==> config.mk <==
export PLATFORM = sky130hd
export DESIGN_NAME = budgeted_class_round_robin_select
export DESIGN_NICKNAME = d
export VERILOG_FILES = /design/src/rtl/bcrrs_pkg.sv /design/src/rtl/bcrrs_ctrl.sv /design/src/rtl/bcrrs_dp.sv /design/src/rtl/budgeted_class_round_robin_select.sv
export SDC_FILE = /design/constraint.sdc
export NUM_CORES = 1
export LEC_CHECK = 0
export BUFFER_PORTS_ARGS = -buffer_cell sky130_fd_sc_hd__buf_2
export CAP_MARGIN = 10
export CORE_AREA = 2 2 161 241
export CTS_BUF_LIST = sky130_fd_sc_hd__clkbuf_2
export DETAILED_ROUTE_END_ITERATION = 8
export DIE_AREA = 0 0 163 243
export GPL_TIMING_DRIVEN = 0
export PLACE_DENSITY = 0.61
export SETUP_SLACK_MARGIN = 0.1
export SLEW_MARGIN = 20
export SYNTH_ARGS = -nofsm -noshare
export SYNTH_HDL_FRONTEND = slang
export SYNTH_SLANG_ARGS = --single-unit
==> constraint.sdc <==
create_clock -name clk -period 16.2 [get_ports clk]
set_clock_uncertainty 0.2 [all_clocks]
set_input_delay 3.24 -clock clk [delete_from_list [all_inputs] [get_ports clk]]
set_output_delay 3.24 -clock clk [all_outputs]
set_load 0.02 [all_outputs]
==> src/rtl/bcrrs_pkg.sv <==
// Shared types and constants for the budgeted class round-robin selector.
// Used by bcrrs_ctrl, bcrrs_dp and budgeted_class_round_robin_select.
`default_nettype none

package bcrrs_pkg;

  localparam int MaxSlots = 16;
  localparam int IdxW     = $clog2(MaxSlots);
  localparam int CntW     = IdxW + 1;
  localparam int BudgetW  = 8;
  localparam int ClassW   = 2;
  localparam int CfgIdxW  = 3;
  localparam int CfgDataW = 32;

  // Configuration register indexes
  typedef enum logic [CfgIdxW-1:0] {
    REG_ACTIVE_COUNT      = 3'd0,
    REG_CANDIDATE_CLASSES = 3'd1,
    REG_BUDGET_AMBIENT    = 3'd2,
    REG_BUDGET_SERVICE    = 3'd3,
    REG_BUDGET_SAFETY     = 3'd4
  } cfg_reg_t;

  typedef enum logic [ClassW-1:0] {
    CLS_AMBIENT    = 2'd0,
    CLS_SERVICE    = 2'd1,
    CLS_SAFETY     = 2'd2,
    CLS_UNBUDGETED = 2'd3
  } class_t;

  // Controller to datapath
  typedef struct packed {
    logic capture;
    logic classify;
    logic grant;
  } cmd_t;

  // Datapath to controller
  typedef struct packed {
    logic out_busy;
  } status_t;

endpackage

`default_nettype wire

==> src/rtl/bcrrs_ctrl.sv <==
// Sequencer for the selector: capture, class pick with refill, grant.
// Depends on bcrrs_pkg for the command and status structs.
`default_nettype none

module bcrrs_ctrl (
  input  logic              clk,
  input  logic              rst,
  input  logic              in_valid,
  output logic              in_stall,
  input  bcrrs_pkg::status_t status,
  output bcrrs_pkg::cmd_t    cmd
);

  typedef enum logic [2:0] {
    S_IDLE  = 3'b001,
    S_CLASS = 3'b010,
    S_GRANT = 3'b100
  } state_t;

  state_t state, state_next;
  logic   take;

  always_comb begin
    take = 1'b0;
    case (state)
      S_IDLE:  take = 1'b1;
      S_GRANT: take = !status.out_busy;
      default: take = 1'b0;
    endcase
  end

  assign in_stall = !take;

  always_comb begin
    cmd          = '0;
    cmd.capture  = take && in_valid;
    cmd.classify = (state == S_CLASS);
    cmd.grant    = (state == S_GRANT) && !status.out_busy;
  end

  always_comb begin
    state_next = state;
    case (state)
      S_IDLE:  if (in_valid) state_next = S_CLASS;
      S_CLASS: state_next = S_GRANT;
      S_GRANT: begin
        if (!status.out_busy) state_next = in_valid ? S_CLASS : S_IDLE;
      end
      default: state_next = S_IDLE;
    endcase
  end

  always_ff @(posedge clk) begin
    if (rst) state <= S_IDLE;
    else     state <= state_next;
  end

  a_capture_then_class: assert property (@(posedge clk) disable iff (rst)
    cmd.capture |=> cmd.classify)
    else $error("captured item did not move to class pick");

  a_class_then_grant: assert property (@(posedge clk) disable iff (rst)
    cmd.classify |=> state == S_GRANT)
    else $error("class pick not followed by grant state");

  a_hold_when_busy: assert property (@(posedge clk) disable iff (rst)
    state == S_GRANT && status.out_busy |=> state == S_GRANT)
    else $error("grant left while result register full");

endmodule

`default_nettype wire

==> src/rtl/bcrrs_dp.sv <==
// Datapath: configuration registers, per-slot budget counters, class pick,
// refill, round-robin grant and the result register. Depends on bcrrs_pkg.
`default_nettype none

module bcrrs_dp (
  input  logic                                 clk,
  input  logic                                 rst,
  input  logic                                 cfg_write,
  input  logic [bcrrs_pkg::CfgIdxW-1:0]        cfg_index,
  input  logic [bcrrs_pkg::CfgDataW-1:0]       cfg_data,
  input  logic [bcrrs_pkg::MaxSlots-1:0]       runnable_mask,
  input  logic signed [bcrrs_pkg::CntW-1:0]    previous_index,
  input  bcrrs_pkg::cmd_t                      cmd,
  output bcrrs_pkg::status_t                   status,
  output logic                                 out_valid,
  input  logic                                 out_stall,
  output logic                                 found,
  output logic [bcrrs_pkg::IdxW-1:0]           selected_index,
  output logic                                 replenished
);

  localparam int Slots = bcrrs_pkg::MaxSlots;
  localparam int IdxW  = bcrrs_pkg::IdxW;
  localparam int CntW  = bcrrs_pkg::CntW;
  localparam int BW    = bcrrs_pkg::BudgetW;
  localparam int CW    = bcrrs_pkg::ClassW;

  // configuration
  logic [CntW-1:0]       active_count;
  logic [Slots*CW-1:0]   candidate_classes;
  logic [BW-1:0]         budget_ambient;
  logic [BW-1:0]         budget_service;
  logic [BW-1:0]         budget_safety;

  // captured item and per-item state
  logic [Slots-1:0]       mask_q;
  logic signed [CntW-1:0] prev_q;
  logic [BW-1:0]          rb [Slots];
  logic [CW-1:0]          top_q;
  logic                   top_ok;
  logic                   repl_q;

  logic [CW-1:0]    cls [Slots];
  logic [BW-1:0]    cb  [Slots];
  logic [Slots-1:0] in_rng, elig_old, elig_new, cand, hi, pick;
  logic             count_ok, prev_ok, req_ok;
  logic             old_ok, new_ok;
  logic [CW-1:0]    old_top, new_top;
  logic [CntW-1:0]  start;
  logic [IdxW-1:0]  grant_idx;
  logic             grant_found;

  function automatic logic [BW-1:0] class_budget(input logic [CW-1:0] c,
                                                 input logic [BW-1:0] b0,
                                                 input logic [BW-1:0] b1,
                                                 input logic [BW-1:0] b2);
    logic [BW-1:0] r;
    case (c)
      bcrrs_pkg::CLS_AMBIENT: r = b0;
      bcrrs_pkg::CLS_SERVICE: r = b1;
      bcrrs_pkg::CLS_SAFETY:  r = b2;
      default:                r = '0;
    endcase
    return r;
  endfunction

  always_comb begin
    for (int i = 0; i < Slots; i++) begin
      cls[i]      = candidate_classes[CW*i +: CW];
      cb[i]       = class_budget(cls[i], budget_ambient, budget_service, budget_safety);
      in_rng[i]   = CntW'(i) < active_count;
      elig_new[i] = in_rng[i] && mask_q[i] && (cb[i] != '0);
      elig_old[i] = elig_new[i] && (rb[i] != '0);
    end
  end

  // Highest class among eligible slots; unbudgeted never qualifies.
  always_comb begin
    logic [3:0] has_old, has_new;
    has_old = '0;
    has_new = '0;
    for (int i = 0; i < Slots; i++) begin
      has_old[cls[i]] = has_old[cls[i]] | elig_old[i];
      has_new[cls[i]] = has_new[cls[i]] | elig_new[i];
    end
    old_ok  = |has_old[2:0];
    new_ok  = |has_new[2:0];
    old_top = has_old[bcrrs_pkg::CLS_SAFETY]  ? bcrrs_pkg::CLS_SAFETY  :
              has_old[bcrrs_pkg::CLS_SERVICE] ? bcrrs_pkg::CLS_SERVICE :
                                                bcrrs_pkg::CLS_AMBIENT;
    new_top = has_new[bcrrs_pkg::CLS_SAFETY]  ? bcrrs_pkg::CLS_SAFETY  :
              has_new[bcrrs_pkg::CLS_SERVICE] ? bcrrs_pkg::CLS_SERVICE :
                                                bcrrs_pkg::CLS_AMBIENT;
  end

  assign count_ok = (active_count != '0) && (active_count <= CntW'(Slots));
  assign prev_ok  = (prev_q == '1) ||
                    (!prev_q[CntW-1] && ({1'b0, prev_q[IdxW-1:0]} < active_count));
  assign req_ok   = count_ok && prev_ok;

  // Round robin: first candidate at or after prev+1, else wrap to the lowest.
  assign start = $unsigned(prev_q) + CntW'(1);

  always_comb begin
    for (int i = 0; i < Slots; i++) begin
      cand[i] = top_ok && in_rng[i] && mask_q[i] && (rb[i] != '0) && (cls[i] == top_q);
    end
    hi          = cand & ({Slots{1'b1}} << start);
    pick        = (hi != '0) ? hi : cand;
    grant_found = (cand != '0);
    grant_idx   = '0;
    for (int i = Slots - 1; i >= 0; i--) begin
      if (pick[i]) grant_idx = IdxW'(i);
    end
  end

  always_ff @(posedge clk) begin
    if (rst) begin
      active_count      <= CntW'(16);
      candidate_classes <= '0;
      budget_ambient    <= BW'(1);
      budget_service    <= BW'(2);
      budget_safety     <= BW'(4);
    end else if (cfg_write) begin
      case (cfg_index)
        bcrrs_pkg::REG_ACTIVE_COUNT:      active_count      <= cfg_data[CntW-1:0];
        bcrrs_pkg::REG_CANDIDATE_CLASSES: candidate_classes <= cfg_data[Slots*CW-1:0];
        bcrrs_pkg::REG_BUDGET_AMBIENT:    budget_ambient    <= cfg_data[BW-1:0];
        bcrrs_pkg::REG_BUDGET_SERVICE:    budget_service    <= cfg_data[BW-1:0];
        bcrrs_pkg::REG_BUDGET_SAFETY:     budget_safety     <= cfg_data[BW-1:0];
        default: ;
      endcase
    end
  end

  always_ff @(posedge clk) begin
    if (cmd.capture) begin
      mask_q <= runnable_mask;
      prev_q <= previous_index;
    end
  end

  always_ff @(posedge clk) begin
    if (rst) begin
      top_ok <= 1'b0;
      repl_q <= 1'b0;
      top_q  <= '0;
    end else if (cmd.classify) begin
      if (!req_ok) begin
        top_ok <= 1'b0;
        repl_q <= 1'b0;
      end else if (old_ok) begin
        top_ok <= 1'b1;
        top_q  <= old_top;
        repl_q <= 1'b0;
      end else begin
        top_ok <= new_ok;
        top_q  <= new_top;
        repl_q <= 1'b1;
      end
    end
  end

  // Budget counters: refill on a class pick that finds no eligible slot, decrement on grant.
  always_ff @(posedge clk) begin
    if (rst) begin
      for (int i = 0; i < Slots; i++) rb[i] <= '0;
    end else if (cmd.classify && req_ok && !old_ok) begin
      for (int i = 0; i < Slots; i++) begin
        if (in_rng[i]) rb[i] <= cb[i];
      end
    end else if (cmd.grant && grant_found) begin
      rb[grant_idx] <= rb[grant_idx] - BW'(1);
    end
  end

  always_ff @(posedge clk) begin
    if (rst) begin
      out_valid <= 1'b0;
    end else if (cmd.grant) begin
      out_valid <= 1'b1;
    end else if (!out_stall) begin
      out_valid <= 1'b0;
    end
  end

  always_ff @(posedge clk) begin
    if (cmd.grant) begin
      found          <= grant_found;
      selected_index <= grant_found ? grant_idx : '0;
      replenished    <= repl_q;
    end
  end

  assign status.out_busy = out_valid && out_stall;

  a_grant_in_range: assert property (@(posedge clk) disable iff (rst)
    cmd.grant && grant_found |-> {1'b0, grant_idx} < active_count)
    else $error("grant outside active slots");

  a_grant_decrements: assert property (@(posedge clk) disable iff (rst)
    cmd.grant && grant_found |=> rb[$past(grant_idx)] == $past(rb[grant_idx]) - BW'(1))
    else $error("granted slot budget not decremented");

  a_refill_flags: assert property (@(posedge clk) disable iff (rst)
    cmd.classify && req_ok && !old_ok |=> repl_q)
    else $error("refill not flagged");

endmodule

`default_nettype wire

==> src/rtl/budgeted_class_round_robin_select.sv <==
// Budgeted class round-robin selector: one item in, one result out. An item
// goes through the two-step sequencer: a class pick (with a refill of the
// active slots when nothing is eligible), then the round-robin grant. The
// next item is captured during the grant step, which holds while the result
// register is full and stalled. The 16 budget counters start at zero, so the
// first item with a valid count and previous index refills them.
`default_nettype none

module budgeted_class_round_robin_select (
  input  logic                                clk,
  input  logic                                rst,
  input  logic                                cfg_write,
  input  logic [bcrrs_pkg::CfgIdxW-1:0]       cfg_index,
  input  logic [bcrrs_pkg::CfgDataW-1:0]      cfg_data,
  input  logic                                in_valid,
  output logic                                in_stall,
  input  logic [bcrrs_pkg::MaxSlots-1:0]      runnable_mask,
  input  logic signed [bcrrs_pkg::CntW-1:0]   previous_index,
  output logic                                out_valid,
  input  logic                                out_stall,
  output logic                                found,
  output logic [bcrrs_pkg::IdxW-1:0]          selected_index,
  output logic                                replenished
);

  bcrrs_pkg::cmd_t    cmd;
  bcrrs_pkg::status_t status;

  bcrrs_ctrl u_ctrl (
    .clk      (clk),
    .rst      (rst),
    .in_valid (in_valid),
    .in_stall (in_stall),
    .status   (status),
    .cmd      (cmd)
  );

  bcrrs_dp u_dp (
    .clk            (clk),
    .rst            (rst),
    .cfg_write      (cfg_write),
    .cfg_index      (cfg_index),
    .cfg_data       (cfg_data),
    .runnable_mask  (runnable_mask),
    .previous_index (previous_index),
    .cmd            (cmd),
    .status         (status),
    .out_valid      (out_valid),
    .out_stall      (out_stall),
    .found          (found),
    .selected_index (selected_index),
    .replenished    (replenished)
  );

endmodule

`default_nettype wire

* After elaboration in Yosys (flattened, before gate mapping)
Memory sizes are Yosys's and may differ from the RTL's. Index checks and enable logic that the tools add are counted.
Cells by class: reduce and logical (&&, ||, !) cells 204, bitwise gates (word level) 51, magnitude comparators 50, add/subtract/negate cells 2, muxes and demuxes 262, eq/ne operators 59, shift-type cells 1
Operator list (count):
- case mux 8 bit (3 select lines) | 16
- nonzero test 8 bit | 32
- logical AND 1 bit | 137
- two-way mux 8 bit | 17
- two-way mux 1 bit | 126
- bitwise mux 4 bit | 30
- two-way mux 4 bit | 17
- binary-select mux 1 bit (select 2 bit) | 31
- less-than comparator 2 x 3 -> 1 bit (second input constant) | 16
- OR 1 bit | 48
- less-than comparator 4 x 5 -> 1 bit (first input constant) | 8
- demux 1 bit (select 2 bit) | 16
- equality test 2 x 1 -> 1 bit (second input constant) | 16
- equality test 2 bit | 16
- equality test 2 bit (second input constant) | 16
- >= comparator 2 x 1 -> 1 bit (second input constant) | 16
- zero test 2 bit | 16
- nonzero test 16 bit | 2
- less-than comparator 3 x 5 -> 1 bit (first input constant) | 4
- bitwise AND 16 bit | 1
- two-way mux 16 bit | 1
- left shift 16 x 5 -> 16 bit (first input constant) | 1
- AND reduction 2 bit | 7
- less-than comparator 1 x 5 -> 1 bit (first input constant) | 2
- 22 further kinds | 37
Word-level totals: word-level logic and storage cells 645, memory bits (writable) 128, output and inout bits 8, flip-flop bits (word level) 96, memories kept 1, input bits 61
Memory list:
- u_dp.rb | words 16, bits a word 8, read ports 17, clocked after memory_dff 0, wr ports 16, RTL line bcrrs_dp.sv:38 | logic [BW-1:0] rb [Slots];

* Logic depth before layout (Yosys ltp)
word-level depth 75, depth in mapped cells 27

* Hierarchy
Synthesis repeated with hierarchy kept, for this count alone.
Second synthesis, totals: cell total of the unflattened synthesis 2028, area total of the unflattened synthesis 16454.5 um2
By module, submodules not included:
- bcrrs_dp | times used 1, area an instance 16290.6 um2, cells an instance 2008, sequential area each 5975.7 um2
- bcrrs_ctrl | times used 1, area an instance 163.9 um2, cells an instance 20, sequential area each 60.1 um2

* Worst setup path before layout
OpenSTA, ideal clock, no wires.
path kind input -> output, start point in out_stall, end point out in_stall, arrival time 3.645 ns, stages on the path 4, required time 12.760 ns, buffers on the path 0, setup slack 9.115 ns, cells stage by stage nand2_1 > nand2_1 > mux2i_1 > nand2b_1
Between the ends: cells in the longest elaborated chain, start to end 4
RTL lines:
- start: declaration | RTL line budgeted_class_round_robin_select.sv:20 | input logic out_stall,
- logical AND 1 bit | RTL line bcrrs_dp.sv:195 | assign status.out_busy = out_valid && out_stall;
- zero test 1 bit | RTL line bcrrs_ctrl.sv:27 | S_GRANT: take = !status.out_busy;
- case mux 1 bit (2 select lines) | RTL line bcrrs_ctrl.sv:25 | case (state)
- zero test 1 bit | RTL line bcrrs_ctrl.sv:32 | assign in_stall = !take;
- end: declaration | RTL line budgeted_class_round_robin_select.sv:16 | output logic in_stall,
Every way passes these cells.

==> impl_metrics.ini <==
[route]
drt_pass1_iterations = 6
drt_iter0_drc = 2315
drcViolationCount = 0
postRouteWirelength_um = 85820
viasPerCell = 6.751
wire_per_inst_um = 32.15
routed-via-count = 18020
ant_nets = 0

[global_route]
grt_pass1_vias = 17060
grt_first_pass_wirelength_um = 120100
grt_antenna_before_repair = 6
overflow = 0
grt_max_degree = 23
track_usage_pct = 42.55

[setup_path]
crit_path_end_kind = register
worst_path_max_delay_cell = o41ai_1
critical_path_class = reg2reg
cp.required_ps = 16610
arrival_ps = 10000
crit_path_max_fanout = 10
worstPathCellList = buf_2 -> o41ai_1 -> a21oi_1 -> nand4_1 -> a31oi_1 -> nor4_2 -> a31o_2 -> a21oi_2 -> o311ai_1 -> nand2_1 -> inv_2 -> buf_4 -> buf_6 -> nor2_1 -> a22oi_1 -> and4_1 -> buf_2 -> inv_1 -> ha_1 -> nand4_1 -> nor4_1 -> xnor2_1 -> clkbuf_1 -> o22ai_1
start_kind = register
slowest_delay_ps = 890

[timing]
hold_ws_ps = 255.1
rsz0062_at_grt = no
setup_viol = 0
slew_viol_final = 0
max-slew-margin-rel_pct = 16.85
worstMarginPinSlew_ps = 1238
max_freq_ghz = 0.1043
tns_ps = 0
finalWorstSetupSlack_ps = 6610
period_needed_ps = 9590
period_share_pct = 59.20
hold_viol_final = 0

[pwr]
power.internal_w = 0.0008545
p_leak_nw = 6.099
clkPwrFrac_pct = 27.6
power_frac_seq_pct = 47.6
p_sw_share_pct = 37.37
p_comb_share_pct = 24.9
power.density_mw_per_mm2 = 75.35
switchingPower_w = 0.0005100
peakVddDrop_mv = 0.05051

[clocking]
cts_made_buffers = 51
cts_resized = 0
worstSkewPairLatency_ps = 960
hold_buffers = 0
clk_pin_slew_ps = 120
cts_buffer_depth = 3
cts-root-buf = clkbuf_2
cts-htree-levels = 2
post-cts-setup-buffers = 0
cts_num_sinks = 224
cts_tree = yes

[synthesis]
ys_warn_count = 0
netlist.area_leader.share_pct = 27.94
netlist_area_mm2 = 0.01666
ys_ff_latch = 224
async_flop_share_pct = 0
synth_ff_type = edfxtp_1
synthTopCellsByArea = edfxtp_1 28%, mux2i_1 9.4%, dfxtp_1 8.3%, nand2_1 7.5%, o21ai_0 5.0%
yosys-top-cells-count = 332 x nand2_1, 166 x o21ai_0, 156 x mux2i_1
synth_most_common_cell = nand2_1
syn_avg_cell_area_um2 = 8.250
synth_cell_type_count = 100
ys_seq_area_share_pct = 36.24
syn_inst = 2019
yosysTopAreaCell = edfxtp_1
synth_edf_count = 155
syn_nets = 2088

[placed_design]
dp_slack_ps = 7138
gp_congestion = 1.071
dpl.hpwl_um = 68980
port_buffers = 68

[die]
die_x_um = 163
fp.dieH_um = 243
coreArea_mm2 = 0.03755
core.rowCount = 87
ios = 69
initial_utilization_pct = 44.35
dieArea_mm2 = 0.03961

[worst_hold_path]
hold_path.class = reg2reg

[layout]
area_growth_pct = 8.721
fin_nets = 2210
multi_input_area_mm2 = 0.009721
drive_above_1_share_pct = 10.61
regArea_mm2 = 0.006036
fillers = 3799

[outcome]
status = finished, final reports clean

[job]
maxCapViolCount = 0
==> worst max-delay path, delay by kind of cell (launching register included) <==
| family | cells | cell delay (ps) |
|---|---|---|
| AO/OA/AOI/OAI | 8 | 3270 |
| XOR/XNOR | 1 | 830 |
| adder cells (fa/ha/maj) | 1 | 260 |
| buffers and inverters | 7 | 2260 |
| flip-flops | 1 | 420 |
| AND/OR/NAND/NOR | 7 | 1980 |
==> flip-flops by register name, indices dropped and copies added, names as in the netlist, 4 cells and up <==
name and count:
u_dp.budget_ambient 8, u_dp.candidate_classes 32, u_dp.mask_q 16, u_dp.prev_q 5, u_dp.budget_service 8, u_dp.budget_safety 8, u_dp.selected_index 4, u_dp.rb 128
u_dp.active_count 5
==> per-layer routing <==
layer	share of wire (%)	global-route usage, %	vias up
li1	-	-	7791
met2	46	68.64	1293
met3	9.1	7.604	400
met1	35	50.07	8526
met4	9.6	31.94	8
met5	0.096	0	-
==> cell usage in the layout (no fill, tap or decap), types with 13 or more instances in the layout <==
master	n
clkbuf_1	142
nand2b_1	13
nand3_1	78
o31ai_1	17
o22ai_1	35
or3_1	19
xnor2_1	30
nor2_1	108
and3_1	23
nor2b_1	32
a21oi_1	121
nor3_1	22
mux2i_1	156
a211oi_1	15
a22oi_1	19
nand2_1	332
o211ai_1	15
nand4_1	27
and2_1	19
o21ai_0	165
inv_1	38
buf_2	87
a31oi_1	13
clkbuf_2	73
edfxtp_1	155
buf_1	19
dfxtp_1	69
nor4_1	60
==> through the flow <==
step	power, W	utilization (%)	instances	cell area, um2
4_1_cts	0.001348	48.19	2667	18100
3_5_place_dp	0.0009837	46.95	2577	17630
5_1_grt	0.001396	48.22	2668	18110
2_1_floorplan	0.0008367	-	2019	16660
6_report	0.001365	48.22	2669	18110
3_3_place_gp	0.0009844	46.89	2576	17610
==> power by group through the flow <==
stage                     registers, W  clock network [W]  logic (W)
final                         0.000649           0.000376   0.000339
after global routing          0.000650           0.000401   0.000345
after CTS                     0.000648           0.000376   0.000324
after detailed placement      0.000661                  0   0.000323
after global placement        0.000661                  0   0.000324
after floorplan               0.000652                  0   0.000185
==> area by class of cell <==
type	instances	area share [%]
plain buffers	189	4.277
inverters	40	0.8291
diodes	2	0.02764
well taps	489	3.378
repair buffers	69	1.921
clock inverters	17	0.5458
clock buffers	73	2.017
flip-flops and latches	224	33.33
multi-input cells	1566	53.68
==> cell families after synthesis <==
group / share of synthesized area [%]
XOR/XNOR: 2.208
multiplexers: 10.19
buffers and inverters: 5.551
flip-flops: 36.24
AO/OA/AOI/OAI: 21.69
AND/OR/NAND/NOR: 23.53
adder cells (fa/ha/maj): 0.6009
==> path summary, 6_finish.rpt <==
check / startpoint / endpoint / slack, ps / cells past startpoint
min reg2reg: u_dp.repl_q / u_dp.replenished / 260 / 0
max: u_dp.active_count[1] / u_dp.rb[5][6] / 6610 / 24
min: u_dp.repl_q / u_dp.replenished / 260 / 0
max reg2reg: u_dp.active_count[1] / u_dp.rb[5][6] / 6610 / 24
Power figures use the tool's default switching activity.
